`config.mk`:
```
export PLATFORM = sky130hd
export DESIGN_NAME = sorted_priority_queue
export DESIGN_NICKNAME = d
export VERILOG_FILES = /design/src/hdl/spq_pkg.sv /design/src/hdl/spq_cell.sv /design/src/hdl/sorted_priority_queue.sv
export VERILOG_INCLUDE_DIRS = /design/src /design/src/hdl
export SDC_FILE = /design/constraint.sdc
export NUM_CORES = 1
export LEC_CHECK = 0
export BUFFER_PORTS_ARGS = -buffer_cell sky130_fd_sc_hd__buf_2
export CAP_MARGIN = 20
export CORE_UTILIZATION = 33
export CTS_BUF_LIST = sky130_fd_sc_hd__clkbuf_16
export DETAILED_ROUTE_END_ITERATION = 12
export PLACE_DENSITY = 0.5
export SLEW_MARGIN = 10
export SYNTH_ARGS = -nofsm -noshare
export SYNTH_HDL_FRONTEND = slang
export SYNTH_SLANG_ARGS = --single-unit
```
`constraint.sdc`:
```
create_clock -name clock -period 4.4 [get_ports clock]
set_input_delay 0.22 -clock clock [delete_from_list [all_inputs] [get_ports clock]]
set_output_delay 0.22 -clock clock [all_outputs]
set_load 0.02 [all_outputs]
```
`src/hdl/sorted_priority_queue_defines.svh`:
```
// Assertion macros used by the sorted priority queue top level.
`ifndef SORTED_PRIORITY_QUEUE_DEFINES_SVH
`define SORTED_PRIORITY_QUEUE_DEFINES_SVH

// Clocked check, held off while reset is high.
`define SPQ_ASSERT(label, clk, rst, prop, msg) \
   label: assert property (@(posedge clk) disable iff (rst) (prop)) else $error(msg);

// Clocked check that also runs during reset.
`define SPQ_ASSERT_ALWAYS(label, clk, prop, msg) \
   label: assert property (@(posedge clk) (prop)) else $error(msg);

`endif

```
`src/hdl/spq_pkg.sv`:
```
// Types and constants shared by the sorted priority queue.
package spq_pkg;

   localparam int KEY_W   = 16;
   localparam int COUNT_W = 5;

   typedef enum logic {
      CMD_INSERT = 1'b0,
      CMD_DELETE = 1'b1
   } cmd_type;

   typedef enum logic [1:0] {
      ST_DONE      = 2'd0,
      ST_FULL      = 2'd1,
      ST_NOT_FOUND = 2'd2
   } status_type;

   // operation broadcast to every cell; insert and remove are already qualified
   typedef struct packed {
      logic                    insert;
      logic                    remove;
      logic signed [KEY_W-1:0] key;
   } cell_ctl_type;

   // compare results a cell hands to its right-hand neighbour
   typedef struct packed {
      logic ins_ge;
      logic del_ge;
   } cell_cmp_type;

endpackage

```
`src/hdl/spq_cell.sv`:
```
// One compare-and-shift cell of the sorted priority queue.
module spq_cell (
   input  logic                             clock,
   input  logic                             reset,
   input  spq_pkg::cell_ctl_type            ctl,
   input  logic signed [spq_pkg::KEY_W-1:0] left_value,
   input  logic                             left_valid,
   input  spq_pkg::cell_cmp_type            left_cmp,
   input  logic signed [spq_pkg::KEY_W-1:0] right_value,
   input  logic                             right_valid,
   output logic signed [spq_pkg::KEY_W-1:0] value,
   output logic                             valid,
   output spq_pkg::cell_cmp_type            cmp,
   output logic                             hit
);
   import spq_pkg::*;

   logic signed [KEY_W-1:0] value_ff, value_in;
   logic                    valid_ff, valid_in;

   // entries are kept descending, so both compares are monotone along the valid entries
   always_comb begin
      cmp.ins_ge = !valid_ff || (ctl.key >= value_ff);
      cmp.del_ge = valid_ff && (ctl.key >= value_ff);
      hit        = valid_ff && (value_ff == ctl.key) && !left_cmp.del_ge;
   end

   always_comb begin
      value_in = value_ff;
      valid_in = valid_ff;
      priority if (ctl.insert) begin
         if (left_cmp.ins_ge) begin
            value_in = left_value;
            valid_in = left_valid;
         end else if (cmp.ins_ge) begin
            value_in = ctl.key;
            valid_in = 1'b1;
         end
      end else if (ctl.remove) begin
         if (cmp.del_ge) begin
            value_in = right_value;
            valid_in = right_valid;
         end
      end
   end

   always_ff @(posedge clock) begin
      if (reset) begin
         valid_ff <= 1'b0;
      end else begin
         valid_ff <= valid_in;
      end
   end

   always_ff @(posedge clock) begin
      value_ff <= value_in;
   end

   assign value = value_ff;
   assign valid = valid_ff;

endmodule

```
`src/hdl/sorted_priority_queue.sv`:
```
// Sorted priority queue top level: request/response channels and a row of cells.
//
// Holds up to DEPTH signed 16-bit keys in descending order, largest at the head.
// Request word: req_tuser is the command (0 insert, 1 delete first equal key),
// req_tdata carries the key. Each request gives exactly one response word with
// status (done, full, not found), the count after the operation and the head.
// Every cell compares the broadcast key with its own entry and takes its
// neighbour's entry in the same cycle, so the response appears in the cycle
// after the request is taken, and one request per cycle is sustained while
// the receiver keeps rsp_tready high.
// A finished response waits in the output register; a new request is taken in
// the cycle that word leaves, so a stalled receiver stalls the request side.
// Synchronous reset empties the queue and drops any pending response; the
// stored keys themselves are not cleared, only their valid bits.
module sorted_priority_queue #(
   parameter int DEPTH = 16
) (
   input  logic        clock,
   input  logic        reset,
   input  logic        req_tvalid,
   output logic        req_tready,
   input  logic [15:0] req_tdata,   // [15:0] value
   input  logic        req_tuser,   // [0] command
   output logic        rsp_tvalid,
   input  logic        rsp_tready,
   output logic [23:0] rsp_tdata    // [1:0] status, [6:2] count, [7] head_valid,
                                    // [23:8] head_value
);
   import spq_pkg::*;

   localparam int CW = $clog2(DEPTH + 1);

   logic signed [KEY_W-1:0] cell_value [DEPTH];
   logic                    cell_valid [DEPTH];
   cell_cmp_type            cell_cmp   [DEPTH];
   logic [DEPTH-1:0]        cell_hit;

   cell_ctl_type  ctl;
   logic          accept;
   logic          full;
   logic          found;
   cmd_type       cmd;

   logic          rsp_valid_ff, rsp_valid_in;
   status_type    status_ff, status_in;
   logic [CW-1:0] count_ff, count_in;
   logic [CW+COUNT_W-1:0] count_ext;

   assign req_tready = !rsp_valid_ff || rsp_tready;
   assign accept     = req_tvalid && req_tready;
   assign cmd        = cmd_type'(req_tuser);
   assign full       = cell_valid[DEPTH-1];
   assign found      = |cell_hit;

   always_comb begin
      ctl.key    = req_tdata;
      ctl.insert = accept && (cmd == CMD_INSERT) && !full;
      ctl.remove = accept && (cmd == CMD_DELETE) && found;
   end

   for (genvar k = 0; k < DEPTH; k++) begin : g_cell
      logic signed [KEY_W-1:0] lv, rv;
      logic                    lval, rval;
      cell_cmp_type            lcmp;

      if (k == 0) begin : g_first
         assign lv   = '0;
         assign lval = 1'b0;
         assign lcmp = '0;
      end else begin : g_mid
         assign lv   = cell_value[k-1];
         assign lval = cell_valid[k-1];
         assign lcmp = cell_cmp[k-1];
      end

      if (k == DEPTH - 1) begin : g_last
         assign rv   = '0;
         assign rval = 1'b0;
      end else begin : g_body
         assign rv   = cell_value[k+1];
         assign rval = cell_valid[k+1];
      end

      spq_cell u_cell (
         .clock       (clock),
         .reset       (reset),
         .ctl         (ctl),
         .left_value  (lv),
         .left_valid  (lval),
         .left_cmp    (lcmp),
         .right_value (rv),
         .right_valid (rval),
         .value       (cell_value[k]),
         .valid       (cell_valid[k]),
         .cmp         (cell_cmp[k]),
         .hit         (cell_hit[k])
      );
   end

   always_comb begin
      count_in = count_ff;
      if (ctl.insert) begin
         count_in = count_ff + CW'(1);
      end else if (ctl.remove) begin
         count_in = count_ff - CW'(1);
      end
   end

   always_comb begin
      unique case (cmd)
         CMD_INSERT: status_in = full ? ST_FULL : ST_DONE;
         CMD_DELETE: status_in = found ? ST_DONE : ST_NOT_FOUND;
         default:    status_in = ST_DONE;
      endcase
   end

   always_comb begin
      rsp_valid_in = rsp_valid_ff;
      if (accept) begin
         rsp_valid_in = 1'b1;
      end else if (rsp_tready) begin
         rsp_valid_in = 1'b0;
      end
   end

   always_ff @(posedge clock) begin
      if (reset) begin
         rsp_valid_ff <= 1'b0;
         count_ff     <= '0;
      end else begin
         rsp_valid_ff <= rsp_valid_in;
         count_ff     <= count_in;
      end
   end

   always_ff @(posedge clock) begin
      if (accept) begin
         status_ff <= status_in;
      end
   end

   // cells only move on an accepted word, which also reloads the response,
   // so the head can be read straight from the first cell
   assign count_ext = {{COUNT_W{1'b0}}, count_ff};
   assign rsp_tvalid = rsp_valid_ff;
   assign rsp_tdata  = {cell_valid[0] ? cell_value[0] : {KEY_W{1'b0}},
                        cell_valid[0],
                        count_ext[COUNT_W-1:0],
                        status_ff};

`include "sorted_priority_queue_defines.svh"

   `SPQ_ASSERT(a_count_range, clock, reset, count_ff <= CW'(DEPTH), "count beyond depth")
   `SPQ_ASSERT(a_head_vs_count, clock, reset, cell_valid[0] == (count_ff != '0), "head valid disagrees with count")
   `SPQ_ASSERT(a_full_hold, clock, reset, (accept && cmd == CMD_INSERT && full) |=> (count_ff == $past(count_ff)), "rejected insert changed count")
   `SPQ_ASSERT(a_order, clock, reset, cell_valid[1] |-> (cell_value[0] >= cell_value[1]), "head entries out of order")
   `SPQ_ASSERT_ALWAYS(a_reset_empty, clock, (!reset && $past(reset)) |-> (!rsp_valid_ff && count_ff == '0), "queue not empty after reset")

endmodule

```
==> results of run 1 <==
## registers in the layout, summed over array words and instances, names as in the netlist
| signal | cells |
|---|---|
| status_ff | 2 |
| rsp_tvalid | 1 |
| g_cell.u_cell.value | 256 |
| count_ff | 5 |
| g_cell.u_cell.valid | 16 |
## where the power goes
part / switching (mW) / internal, mW / leakage (nW)
clock network: 1.28 / 1.63 / 0.600
logic: 0.747 / 0.436 / 8.18
registers: 0.0931 / 3.01 / 2.54
total: 2.12 / 5.07 / 11.3
## layer usage
metal  track usage (%)  up-vias  share of wire (%)
met3              2.40       84                4.4
met4              5.77        0                2.2
met5                 0        -                  0
met2              36.7      398                 47
met1              30.3     8704                 46
li1                  -     8413                  -
## cell usage in the layout (no fill, tap or decap), drive strengths merged, types with 7 or more instances in the layout
master,instances
nand2,318
a2111oi,10
dfxtp,22
a211oi,17
o31ai,7
nor3,15
or3,10
inv,283
nand2b,8
o211ai,13
o21ai,264
mux2i,206
nor2,103
nand4,60
a21o,26
nand3,29
buf,139
and4,11
edfxtp,258
ha,259
clkbuf,38
nor4,14
a21oi,141
and2,18
a31oi,23
clkinv,17
nor2b,17
## Yosys cell counts, drive strengths merged (3+ instances only)
| cell type | instances |
|---|---|
| and2 | 18 |
| buf | 25 |
| dfxtp | 22 |
| a31o | 3 |
| nor2 | 103 |
| a21o | 26 |
| a221oi | 4 |
| o32ai | 3 |
| edfxtp | 258 |
| o31ai | 7 |
| nand3b | 5 |
| a32oi | 5 |
| a2111oi | 10 |
| and4 | 11 |
| nand4 | 60 |
| o211ai | 13 |
| clkbuf | 92 |
| mux2 | 3 |
| or3 | 10 |
| nand2b | 8 |
| xor2 | 3 |
| nor3 | 15 |
| a31oi | 23 |
| nor4 | 14 |
| or4 | 5 |
| a21oi | 141 |
| mux2i | 206 |
| a211o | 3 |
| nand3 | 29 |
| o21ai | 264 |
| ha | 259 |
| xnor2 | 5 |
| nor2b | 17 |
| a221o | 4 |
| inv | 268 |
| a211oi | 17 |
| nand2 | 318 |
| o21bai | 3 |
## worst max-delay path by stage
stage / endpoint / start / slack [ns] / cells after the start
after floorplan: g_cell[1].u_cell.value[0] / req_tdata[0] / 0.24 / 13
after global placement: g_cell[6].u_cell.value[5] / req_tdata[11] / -0.16 / 14
after detailed placement: g_cell[9].u_cell.valid / req_tdata[4] / 0.18 / 16
after CTS: g_cell[9].u_cell.valid / g_cell[1].u_cell.value[13] / 0.40 / 14
after global routing: g_cell[9].u_cell.valid / g_cell[1].u_cell.value[13] / 0.26 / 14
final: g_cell[6].u_cell.value[5] / g_cell[1].u_cell.value[5] / 0.34 / 14
## repair_timing
action                                 in CTS  in global routing
setup endpoints to repair                   0                  0
hold buffers                                2                  0
endpoints found under the hold margin       1                  0
gates resized for setup                     0                  0
## critical path, stage by stage (launching register included)
cell       delay [ns]
edfxtp_1         0.36
inv_1            0.07
ha_1             0.29
a21o_1           0.11
nand3_1          0.09
a2111oi_0        0.83
buf_4            0.24
a211oi_1         0.07
mux2_2           0.31
nand3_1          0.09
a211o_1          0.30
o31ai_4          0.50
buf_12           0.21
a21oi_1          0.05
buf_4            0.22
## cell type report
type | count | share of cell area, %
flip-flops and latches | 280 | 34.0
multi-input cells | 1641 | 47.7
repair buffers | 141 | 4.98
inverters | 270 | 4.24
clock inverters | 31 | 0.718
well taps | 846 | 4.40
clock buffers | 38 | 3.95
## per-stage QoR
stage	cells	total power, mW	util, %	setup TNS, ns
floorplan	2308	3.86	-	0
global placement	3176	4.31	36.2	-24.23
detailed placement	3176	4.33	36.2	0
CTS	3247	7.24	38.1	0
global route	3247	7.47	38.1	0
finish	3247	7.19	38.1	0
## kinds of logic (layout without fill, tap and decap cells)
kind of cell               Yosys count  in the layout  synth area share [%]
AOI/OAI and AO/OA                  544            544                  15.0
xor gates and xnor gates             8              8                 0.332
adders and majority gates          260            260                  15.4
buffers and inverters              387            480                  7.04
DFF                                280            280                  38.8
muxes                              209            209                  9.93
and+or+nand+nor                    620            620                  13.5
==> impl_metrics.json, run 1 <==
{
  "reg2reg_slack_ns": 0.34,
  "io_pins": 47,
  "holdPathStages": 2,
  "vias": 17600,
  "die_area_um2": 65000,
  "multiInputGateArea_um2": 11500,
  "fmax_mhz": 246,
  "synthArstFlopShare_pct": 0,
  "syn_nets": 2589,
  "clk_latency_ns": 0.58,
  "clockBufferDepth": 3,
  "post-route-period-util_pct": 92.4,
  "die_x_um": 255,
  "synth_area_um2": 21100,
  "p_per_area_nw_per_um2": 299,
  "p_leak_nw": 11.3,
  "syn_inst": 2308,
  "firstDrtPassIters": 7,
  "status": "completed",
  "required_ns": 4.69,
  "ys.flop_type": "edfxtp_1",
  "end_kind": "register",
  "synth_edf_count": 258,
  "place_congestion": 0.904,
  "cts_sinks": 280,
  "r2r_start": "g_cell[1].u_cell.value[5]",
  "hold_ws_ns": 0.0706,
  "finalMaxSlewViolations": 0,
  "synthTopCellsByArea": "edfxtp_1 37%, ha_1 15%, mux2i_1 9.8%, o21ai_0 6.2%, nand2_1 5.7%",
  "cts-buffers-inserted": 38,
  "irDropWorstVdd_mv": 0.214,
  "crit_fanout": 16,
  "area_growth_syn_to_layout_pct": 13.9,
  "post-route-cell-area_um2": 24100,
  "nets": 2653,
  "cts_root_buf": "clkbuf_16",
  "critPathLaunchType": "register",
  "skew_ns": 0.0422,
  "cts_max_level": 2,
  "start_util_pct": 33.4,
  "hold_path_end": "status_ff[0]",
  "first_iter_violations": 1410,
  "relSlewSlack_pct": 33.1,
  "vias_per_cell": 5.42,
  "period_minus_slack_ns": 4.06,
  "grt_start_max_net_pins": 157,
  "dp_slack_ns": 0.185,
  "syn_avg_cell_area_um2": 9.15,
  "dpl.hpwl_um": 53200,
  "synth_cell_types": 69,
  "hp-class": "in -> reg",
  "ys_ff_latch": 280,
  "cp_data_arrival_time_ns": 4.35,
  "setup_viol": 0,
  "hold_violations": 0,
  "min-delay-start": "req_tuser",
  "antenna_found_initial": 1,
  "post-route-drc-count": 0,
  "io_buffers": 46,
  "drive_gt1_share_pct": 8.79,
  "r2r_cells": 14,
  "setup_ws_ns": 0.337,
  "rsz0062_at_grt": "false",
  "antennaDiodeCount": 0,
  "worstMarginPinSlew_ns": 1.00,
  "num_rows": 92,
  "cts_tree": "done",
  "wl_um": 71100,
  "clk_pin_slew_ns": 0.06,
  "post_cts_buffers": 0,
  "grt_pass1_vias": 17500,
  "postPlaceCellArea_um2": 22900,
  "ant_nets": 0,
  "drv_cap": 0,
  "ff_latch_area_um2": 8190,
  "yosysSeqAreaShare_pct": 38.8,
  "routedWlPerCell_um": 21.9,
  "path_class": "reg -> reg",
  "globalRoute.totalOverflow": 0,
  "reg2reg_to": "g_cell[6].u_cell.value[5]",
  "ys_warn_count": 0,
  "fp.dieH_um": 255,
  "grt_pass1_wl_um": 109000,
  "grt_usage_pct": 22.1,
  "fillers": 6347,
  "synth.top_cell.area_share_pct": 36.7,
  "core-area_um2": 63200,
  "synth_area_leader_cell": "edfxtp_1"
}
Note: power is estimated with default switching activity, not from simulation.
==> run 2: changes to the inputs <==
--- a/config.mk
+++ b/config.mk
@@ -7,10 +7,11 @@
 export NUM_CORES = 1
 export LEC_CHECK = 0
+export ABC_AREA = 1
 export BUFFER_PORTS_ARGS = -buffer_cell sky130_fd_sc_hd__buf_2
 export CAP_MARGIN = 20
-export CORE_UTILIZATION = 33
+export CORE_UTILIZATION = 58
 export CTS_BUF_LIST = sky130_fd_sc_hd__clkbuf_16
 export DETAILED_ROUTE_END_ITERATION = 12
-export PLACE_DENSITY = 0.5
+export PLACE_DENSITY = 0.79
 export SLEW_MARGIN = 10
 export SYNTH_ARGS = -nofsm -noshare
==> constraint.sdc (replaced) <==
create_clock -name clock -period 4.4 [get_ports clock]
set_input_delay 0.88 -clock clock [delete_from_list [all_inputs] [get_ports clock]]
set_output_delay 0.88 -clock clock [all_outputs]
set_load 0.02 [all_outputs]
==> run 2 against run 1 <==
Effect of this change:
- synthesized area increased by 0.35%
- first-iteration DRC count increased by 89%
- combinational power increased by 9%
- critical path depth increased by 6
- routed wire length decreased by 9.6%
- clock power decreased by 7.6%
- flip-flop and latch count unchanged
- worst hold slack improved by 0.45 ns
- total power decreased by 1.6%
- critical path type is now in -> reg
==> impl_metrics.json, run 2 <==
{
  "status": "completed",
  "hp-class": "reg -> reg",
  "finalMaxSlewViolations": 0,
  "path_class": "in -> reg",
  "final_cell_count_no_fill": 3212,
  "fillers": 3082,
  "reg2reg_to": "g_cell[7].u_cell.value[7]",
  "firstDrtPassIters": 12,
  "setup_viol": 0,
  "ys.flop_type": "edfxtp_1",
  "nets": 3009,
  "core-area_um2": 35700,
  "wl_um": 64300,
  "p_leak_nw": 10.9,
  "r2r_start": "g_cell[7].u_cell.value[11]",
  "holdPathStages": 2,
  "synth.most_common_cell": "o21ai_0",
  "cts_tree": "done",
  "vias": 19800,
  "num_rows": 69,
  "mostFrequentLayoutCell": "o21ai_0",
  "drv_cap": 0,
  "tns_ns": 0,
  "worst-path-buf-inv": 4,
  "area_growth_syn_to_layout_pct": 8.93,
  "ant_nets": 0,
  "io_pins": 47,
  "drive_gt1_share_pct": 7.38,
  "synth-xor-area-share_pct": 0.165,
  "synth_top_family_by_area": "compound AO/OA/AOI/OAI gates",
  "routedWlPerCell_um": 20.0,
  "slowest_stage": "nor2_4",
  "grt_start_max_net_pins": 177,
  "die_x_um": 193,
  "synth_compound_area_share_pct": 21.1,
  "die_area_um2": 37300,
  "cp_cell_sequence": "buf_2, buf_12, ha_1, nand2_1, inv_1, nand2_1, nand2_1, a21oi_1, nand3_1, nand2_1, nand3_2, nand2_1, nand2_1, nand2_1, nor2_2, nand2_2, inv_2, nand2_4, nand2_8, nor2_4",
  "dpl.hpwl_um": 46100,
  "cts-buffers-inserted": 35,
  "period_minus_slack_ns": 3.54,
  "synth_cell_types": 38,
  "clk_latency_ns": 0.53,
  "vias_per_cell": 6.16,
  "syn_avg_cell_area_um2": 7.80,
  "synth_edf_count": 258,
  "ys_ff_latch": 280,
  "synth.top_cell.area_share_pct": 36.6,
  "final_cell_mix": "507 x o21ai_0, 462 x inv_1, 459 x nand2_1, 343 x a21oi_1, 259 x ha_1",
  "post_cts_buffers": 0,
  "required_ns": 4.55,
  "cp_data_arrival_time_ns": 3.69,
  "cts_sinks": 280,
  "syn_inst": 2716,
  "cp_slowest_stage_delay_ns": 0.45,
  "worstMarginPinSlew_ns": 0.906,
  "cts_resized": 0,
  "fmax_mhz": 282,
  "synthSimpleGateAreaFrac_pct": 14.2,
  "fp.dieH_um": 193,
  "antenna_found_initial": 0,
  "clk_pin_slew_ns": 0.06,
  "irDropWorstVdd_mv": 0.293,
  "first_iter_violations": 2664,
  "hold_ws_ns": 0.516,
  "yosysSeqAreaShare_pct": 38.6,
  "cts_max_level": 2,
  "crit_fanout": 18,
  "ys_warn_count": 0,
  "clockBufferDepth": 3,
  "holdBufCountCts": 0,
  "place_congestion": 0.931,
  "start_util_pct": 59.3,
  "hold_path_end": "count_ff[3]",
  "grt_pass1_wl_um": 99600,
  "largest_reg_flops": 256,
  "rsz0062_at_grt": "false",
  "synth_fa_ha_area_share_pct": 15.4,
  "r2r_cells": 18,
  "grt_pass1_vias": 18200,
  "synthMuxAreaShare_pct": 0,
  "ys_top_cells_by_count": "507 x o21ai_0, 459 x nand2_1, 453 x inv_1, 343 x a21oi_1, 259 x ha_1",
  "post-route-drc-count": 0,
  "numPlacedInstances": 3152,
  "hold_violations": 0,
  "io_buffers": 46,
  "synth_area_um2": 21200,
  "crit_family": "simple AND/OR/NAND/NOR gates",
  "cp_common_cell": "nand2_1",
  "skew_ns": 0.0213,
  "post-route-period-util_pct": 80.5,
  "synthArstFlopShare_pct": 0,
  "grt_usage_pct": 34.7,
  "synth_area_leader_cell": "edfxtp_1",
  "relSlewSlack_pct": 39.5,
  "end_kind": "register",
  "antennaDiodeCount": 0,
  "cts_root_buf": "clkbuf_16",
  "p_per_area_nw_per_um2": 306,
  "globalRoute.totalOverflow": 0,
  "reg2reg_slack_ns": 1.29,
  "synthTopCellsByArea": "edfxtp_1 37%, ha_1 15%, o21ai_0 12%, nand2_1 8.1%, a21oi_1 8.1%",
  "syn_nets": 2997,
  "critPathLaunchType": "input pin",
  "min-delay-start": "count_ff[3]"
}
## run 2: changes by cell type after synthesis, sizes merged, moves of 19 or more
cell,change
inv,+192
a31oi,-23
a21oi,+203
mux2i,-206
nand2,+153
clkbuf,+20
o21ai,+246
nand3,+45
nand4,-31
nor2,+19
a21o,-23
## run 2: metal layers
metal / vias up / global-route usage, % / wire length (µm)
met3: 188 / 5.76 / 7920
met5: - / 0 / 0
met4: 0 / 15.1 / 3010
met2: 1228 / 51.2 / 27200
li1: 9221 / - / -
met1: 9148 / 50.0 / 26100
## run 2: worst max-delay path by stage
stage	startpoint	endpoint	slack, ns	cells after the start
6_report	req_tdata[15]	g_cell[7].u_cell.value[7]	0.86	20
5_1_grt	req_tdata[3]	g_cell[7].u_cell.value[1]	0.75	19
4_1_cts	req_tdata[15]	g_cell[7].u_cell.value[1]	0.97	20
3_5_place_dp	req_tdata[15]	g_cell[7].u_cell.value[11]	0.44	20
3_3_place_gp	req_tdata[11]	g_cell[7].u_cell.value[11]	0.57	19
2_1_floorplan	req_tdata[0]	g_cell[11].u_cell.value[0]	0.05	15
## run 2: final cells by class
| class | count | area [µm²] | area share [%] |
|---|---|---|---|
| Multi-Input combinational cell | 1848 | 10800 | 46.7 |
| Tap cell | 461 | 577 | 2.50 |
| Inverter | 461 | 1740 | 7.53 |
| Timing Repair Buffer | 102 | 751 | 3.25 |
| Clock buffer | 37 | 926 | 4.01 |
| Clock inverter | 23 | 119 | 0.515 |
| Sequential cell | 280 | 8190 | 35.5 |
## run 2: kinds of logic (layout without fill, tap and decap cells)
logic type,Yosys count,count (layout)
xor gates and xnor gates,4,4
AOI/OAI and AO/OA,879,879
adders and majority gates,260,260
and+or+nand+nor,705,705
DFF,280,280
buffers and inverters,588,623
## run 2: worst register-to-register path, cell delays in order (launching register included)
cell and delay (ns):
edfxtp_1 0.38, inv_1 0.08, ha_1 0.30, nand2_1 0.09
nor2_1 0.18, nand2_1 0.09, nor2_2 0.12, nand2_1 0.09
nand4_1 0.09, nand3_1 0.13, nand2_1 0.09, nand2_1 0.08
nand2_1 0.15, nor2_2 0.06, nand2_2 0.07, inv_2 0.04
nand2_4 0.11, nand2_8 0.14, nor2_4 0.45
## run 2: power breakdown
part / total, mW / internal (mW) / switching [mW] / leakage [nW]
Combinational: 1.29 / 0.396 / 0.892 / 7.84
Clock: 2.68 / 1.56 / 1.12 / 0.550
Sequential: 3.10 / 3.04 / 0.0634 / 2.54
## run 2: through the flow
| stage | setup WS, ns | area, µm² | utilization (%) | total power [mW] |
|---|---|---|---|---|
| 2_1_floorplan | 0.0470 | 21200 | - | 3.97 |
| 3_3_place_gp | 0.568 | 22000 | 61.7 | 4.33 |
| 3_5_place_dp | 0.437 | 22000 | 61.7 | 4.40 |
| 4_1_cts | 0.965 | 23100 | 64.6 | 7.04 |
| 5_1_grt | 0.745 | 23100 | 64.6 | 7.33 |
| 6_report | 0.858 | 23100 | 64.6 | 7.07 |
